### config.mk
export PLATFORM = sky130hd
export DESIGN_NAME = ttb_ctrl
export DESIGN_NICKNAME = d
export VERILOG_FILES = /design/src/design/ttb_pkg.sv /design/src/design/ttb_ctrl.sv
export SDC_FILE = /design/constraint.sdc
export NUM_CORES = 1
export LEC_CHECK = 0
export ABC_CLOCK_PERIOD_IN_PS = 2750
export BUFFER_PORTS_ARGS = -buffer_cell sky130_fd_sc_hd__buf_2
export CAP_MARGIN = 10
export CORE_MARGIN = 3
export CORE_UTILIZATION = 40
export DETAILED_ROUTE_END_ITERATION = 10
export GPL_TIMING_DRIVEN = 0
export PLACE_DENSITY_LB_ADDON = 0.12
export SYNTH_ARGS = -nofsm -noshare
export SYNTH_HDL_FRONTEND = slang
export SYNTH_SLANG_ARGS = --single-unit
### constraint.sdc
create_clock -name clk -period 2.75 [get_ports clk]
set_clock_uncertainty 0.2 [all_clocks]
set_input_delay 0.275 -clock clk [delete_from_list [all_inputs] [get_ports clk]]
set_output_delay 0.275 -clock clk [all_outputs]
set_load 0.05 [all_outputs]
### src/design/ttb_pkg.sv
package ttb_pkg;

	localparam int FRAC_BITS = 16;
	localparam int POS_W = 24;
	localparam int TEX_W = 20;
	localparam int OUT_W = 32;
	localparam int EDGE_W = POS_W + 1;
	localparam int DUV_W = TEX_W + 1;
	// det and numerators, signed
	localparam int DET_W = 2 * DUV_W + 1;
	localparam int NUM_W = EDGE_W + DUV_W + 1;
	// magnitudes
	localparam int NMAG_W = NUM_W;
	localparam int DMAG_W = DET_W;
	// dividend after scaling by 2^FRAC_BITS
	localparam int DIVD_W = NMAG_W + FRAC_BITS;
	localparam int DCNT_W = $clog2(DIVD_W + 1);

	// datapath operation codes
	typedef enum logic [2:0] {
		OP_NONE,
		OP_STORE,
		OP_DELTA,
		OP_DET,
		OP_NUM,
		OP_DIV_START,
		OP_DIV_STEP,
		OP_DIV_SAVE
	} op_t;

	typedef struct packed {
		op_t        op;
		logic       slot;   // which stored corner
		logic [2:0] sel;    // numerator index 0..5
	} cmd_t;

	typedef struct packed {
		logic det_zero;
		logic div_done;
	} sts_t;

endpackage

### src/design/ttb_ctrl.sv
module ttb_ctrl (
	input  logic            clk,
	input  logic            arst_n,
	input  logic            in_valid,
	output logic            in_ready,
	output logic            out_valid,
	input  logic            out_ready,
	output ttb_pkg::cmd_t   cmd,
	input  ttb_pkg::sts_t   sts
);

	typedef enum logic [2:0] {
		S_IDLE,
		S_DET,
		S_NUM,
		S_DSTART,
		S_DSTEP,
		S_SAVE,
		S_OUT
	} state_t;

	state_t     state_q;
	logic [1:0] count_q;
	logic [2:0] sel_q;

	assign in_ready  = (state_q == S_IDLE) && !out_valid;

	// drive datapath commands
	always_comb begin
		cmd.op   = ttb_pkg::OP_NONE;
		cmd.slot = count_q[0];
		cmd.sel  = sel_q;
		unique case (state_q)
			S_IDLE: begin
				if (in_valid && in_ready) begin
					cmd.op = (count_q == 2'd2) ? ttb_pkg::OP_DELTA : ttb_pkg::OP_STORE;
				end
			end
			S_DET:    cmd.op = ttb_pkg::OP_DET;
			S_NUM:    cmd.op = ttb_pkg::OP_NUM;
			S_DSTART: cmd.op = ttb_pkg::OP_DIV_START;
			S_DSTEP:  cmd.op = ttb_pkg::OP_DIV_STEP;
			S_SAVE:   cmd.op = ttb_pkg::OP_DIV_SAVE;
			S_OUT:    cmd.op = ttb_pkg::OP_NONE;
			default:  cmd.op = ttb_pkg::OP_NONE;
		endcase
	end

	// sequence one triangle
	always_ff @(posedge clk or negedge arst_n) begin
		if (!arst_n) begin
			state_q   <= S_IDLE;
			count_q   <= 2'd0;
			sel_q     <= 3'd0;
			out_valid <= 1'b0;
		end else begin
			if (out_valid && out_ready) out_valid <= 1'b0;
			unique case (state_q)
				S_IDLE: begin
					if (in_valid && in_ready) begin
						if (count_q == 2'd2) begin
							count_q <= 2'd0;
							state_q <= S_DET;
						end else begin
							count_q <= count_q + 2'd1;
						end
					end
				end
				S_DET: begin
					sel_q   <= 3'd0;
					state_q <= S_NUM;
				end
				S_NUM: begin
					state_q <= sts.det_zero ? S_OUT : S_DSTART;
				end
				S_DSTART: state_q <= S_DSTEP;
				S_DSTEP: begin
					if (sts.div_done) state_q <= S_SAVE;
				end
				S_SAVE: begin
					if (sel_q == 3'd5) begin
						state_q <= S_OUT;
					end else begin
						sel_q   <= sel_q + 3'd1;
						state_q <= S_DSTART;
					end
				end
				S_OUT: begin
					out_valid <= 1'b1;
					state_q   <= S_IDLE;
				end
				default: state_q <= S_IDLE;
			endcase
		end
	end

endmodule

==> impl_metrics.tcl <==
set metrics [dict create \
    synth_top_area_frac 0.4138 \
    ff_latch_area_um2 225.2 \
    rsz0062_at_grt "false" \
    r2r_end "state_q[0]" \
    drt-pass1-iter-count 5 \
    grt_pass1_vias 462 \
    drive_above_1_share 0.3038 \
    place_congestion 0.6977 \
    slew_violations 0 \
    core_um2 1186 \
    timing.slew.headroom 0.8315 \
    r2r_slack_ns 1.24 \
    track_usage 0.1368 \
    h-tree-depth 1 \
    required_ns 2.28 \
    period_needed_ns 1.965 \
    dieWidth_um 42.89 \
    multi_input_area_um2 289.0 \
    critPathMaxStageDelay_ns 0.43 \
    die_area_um2 1839 \
    synth_cell_types 28 \
    yosysWarnings 0 \
    nFillCells 117 \
    grt_pass1_wl_um 1925 \
    outcome "finished clean" \
    cp.arrival_ns 1.49 \
    avgViaCountPerCell 5.151 \
    path_clk_slew_ns 0.07 \
    initial_utilization 0.4589 \
    grt_max_degree 11 \
    synth_area_um2 544.3 \
    synth.area.top_cells "dfrtp_1, a21oi_1, ha_1, mux2_1, nand2_1" \
    yosysSeqAreaShare 0.4138 \
    yosysTopAreaCell "dfrtp_1" \
    remaining_drc_errors 0 \
    cp-endpoint "cmd[5]" \
    ant_nets 0 \
    start_kind "register" \
    holdCritPathClass "primary input to register" \
    grt_antenna_before_repair 0 \
    period_share 0.7144 \
    clk_path_buf_depth 2 \
    finish.net_count 88 \
    io_buffer_count 14 \
    critPathSlowestCell "dfrtp_1" \
    overflow 0 \
    area_growth_pct 24.60 \
    r2r-start "sel_q[0]" \
    synth_fp_nets 67 \
    fin_util 0.5717 \
    dr_total_vias 479 \
    cts_tree "yes" \
    synth.avg_cell_area_um2 9.225 \
    routedWlPerCell_um 11.94 \
    cp_cell_sequence "nor3b_2 > nand2_1 > o22ai_1 > buf_2" \
    max_freq_mhz 509.0 \
    antenna_cells 0 \
    whs_ns 0.1099 \
    tightest_slew_ns 0.2545 \
    cts_buffers 3 \
    tns_ns 0 \
    post_cts_buffers 0 \
    finalSetupViolCount 0 \
    wl_um 1110 \
    critPathLaunch "state_q[2]" \
    path_class "register to primary output" \
    maxCapViolCount 0 \
    endpoint_kind "primary output" \
    rows 12 \
    path_max_fanout 6 \
    reg2reg_depth 4 \
    hold_viol_final 0 \
    insertion_delay_ns 0.25 \
    clock-sinks 9 \
    pin_count 15 \
    dp_hpwl_um 812.4 \
    ys_ff_latch 9 \
    dr.first_iter.drc_count 8 \
    syn_inst 59 \
    fp.dieH_um 42.89 \
    cts_root_buf "clkbuf_4" \
]
## state kept, by name (all words and copies together) (netlist names)
register	count
state_q	3
sel_q	3
count_q	2
out_valid	1
## per-layer routing
metal	wire, um	up-vias	GRT usage
li1	-	252	-
met1	549	212	0.1757
met2	483	13	0.2216
met3	67	2	0.03814
met4	8	0	0.03727
met5	0	-	0
## through the flow
| step | setup WS [ns] | cell area, um^2 | std cells |
|---|---|---|---|
| after floorplan | 0.1767 | 544.3 | 59 |
| after global placement | 1.054 | 631.9 | 87 |
| after detailed placement | 1.052 | 631.9 | 87 |
| after CTS | 0.7761 | 678.2 | 93 |
| after global routing | 0.6363 | 678.2 | 93 |
| final | 0.7854 | 678.2 | 93 |
## kinds of logic after synthesis
logic type	synth area share
flops	0.4138
mux	0.06206
xor+xnor	0.01609
compound gates	0.1655
buf+inv	0.05517
simple gates	0.2414
fa+ha+maj	0.04597
## synthesized netlist by cell type, drive strengths merged
| cell type | count |
|---|---|
| ha | 2 |
| o32ai | 1 |
| nand3b | 2 |
| nand4b | 1 |
| xor2 | 1 |
| nor3b | 1 |
| o22ai | 1 |
| dfrtp | 9 |
| a21oi | 5 |
| nor3 | 1 |
| nand3 | 1 |
| nor2b | 2 |
| o21ai | 2 |
| nand2 | 6 |
| a211oi | 1 |
| a21boi | 1 |
| nand4 | 1 |
| buf | 4 |
| nand2b | 3 |
| nor2 | 5 |
| a2bb2oi | 1 |
| a31oi | 1 |
| inv | 2 |
| nor4 | 1 |
| a21bo | 1 |
| mux2 | 3 |
## cell type report
type                       count  share of cell area
inverter                       2             0.01107
multi-input combinational     44              0.4262
timing repair buffer          16              0.1328
buffer                         4             0.03321
sequential                     9              0.3321
clock buffer                   4             0.03875
tap                           14             0.02583
## cells in the final DEF (no fill, tap or decap), types with 2 or more instances in the layout
cell / Yosys / final
buf_2: 3 / 17
dfrtp_1: 9 / 9
nand2_1: 6 / 6
nor2_1: 5 / 5
a21oi_1: 5 / 5
nand2b_1: 3 / 3
clkbuf_4: 0 / 3
inv_1: 2 / 2
nor2b_1: 2 / 2
nand3b_1: 2 / 2
mux2_1: 2 / 2
o21ai_0: 2 / 2
ha_1: 2 / 2
dlygate4sd3_1: 0 / 2
## timing repair
action / CTS / global route
endpoints found under the hold margin: 10 / 0
setup endpoints to repair: 0 / 0
hold buffers: 2 / 0
gates resized for setup: 0 / 0
## worst min-delay path by stage
stage | depth (start not counted) | start | slack, ns | end
floorplan | 0 | arst_n | -0.22 | count_q[0]
global placement | 1 | arst_n | -0.06 | count_q[0]
detailed placement | 1 | arst_n | -0.06 | count_q[0]
CTS | 3 | sts[1] | 0.10 | state_q[0]
global route | 3 | sts[1] | 0.11 | state_q[0]
finish | 3 | sts[1] | 0.11 | state_q[0]
## worst max-delay path, delay by kind of cell, from the launching register on
| family | cells | cell delay [ns] |
|---|---|---|
| simple gates | 2 | 0.40 |
| buf+inv | 1 | 0.28 |
| flops | 1 | 0.43 |
| compound gates | 1 | 0.13 |
Power is not shown: default switching activity piles up to over one toggle a cycle in this logic, so the estimate is an artifact.
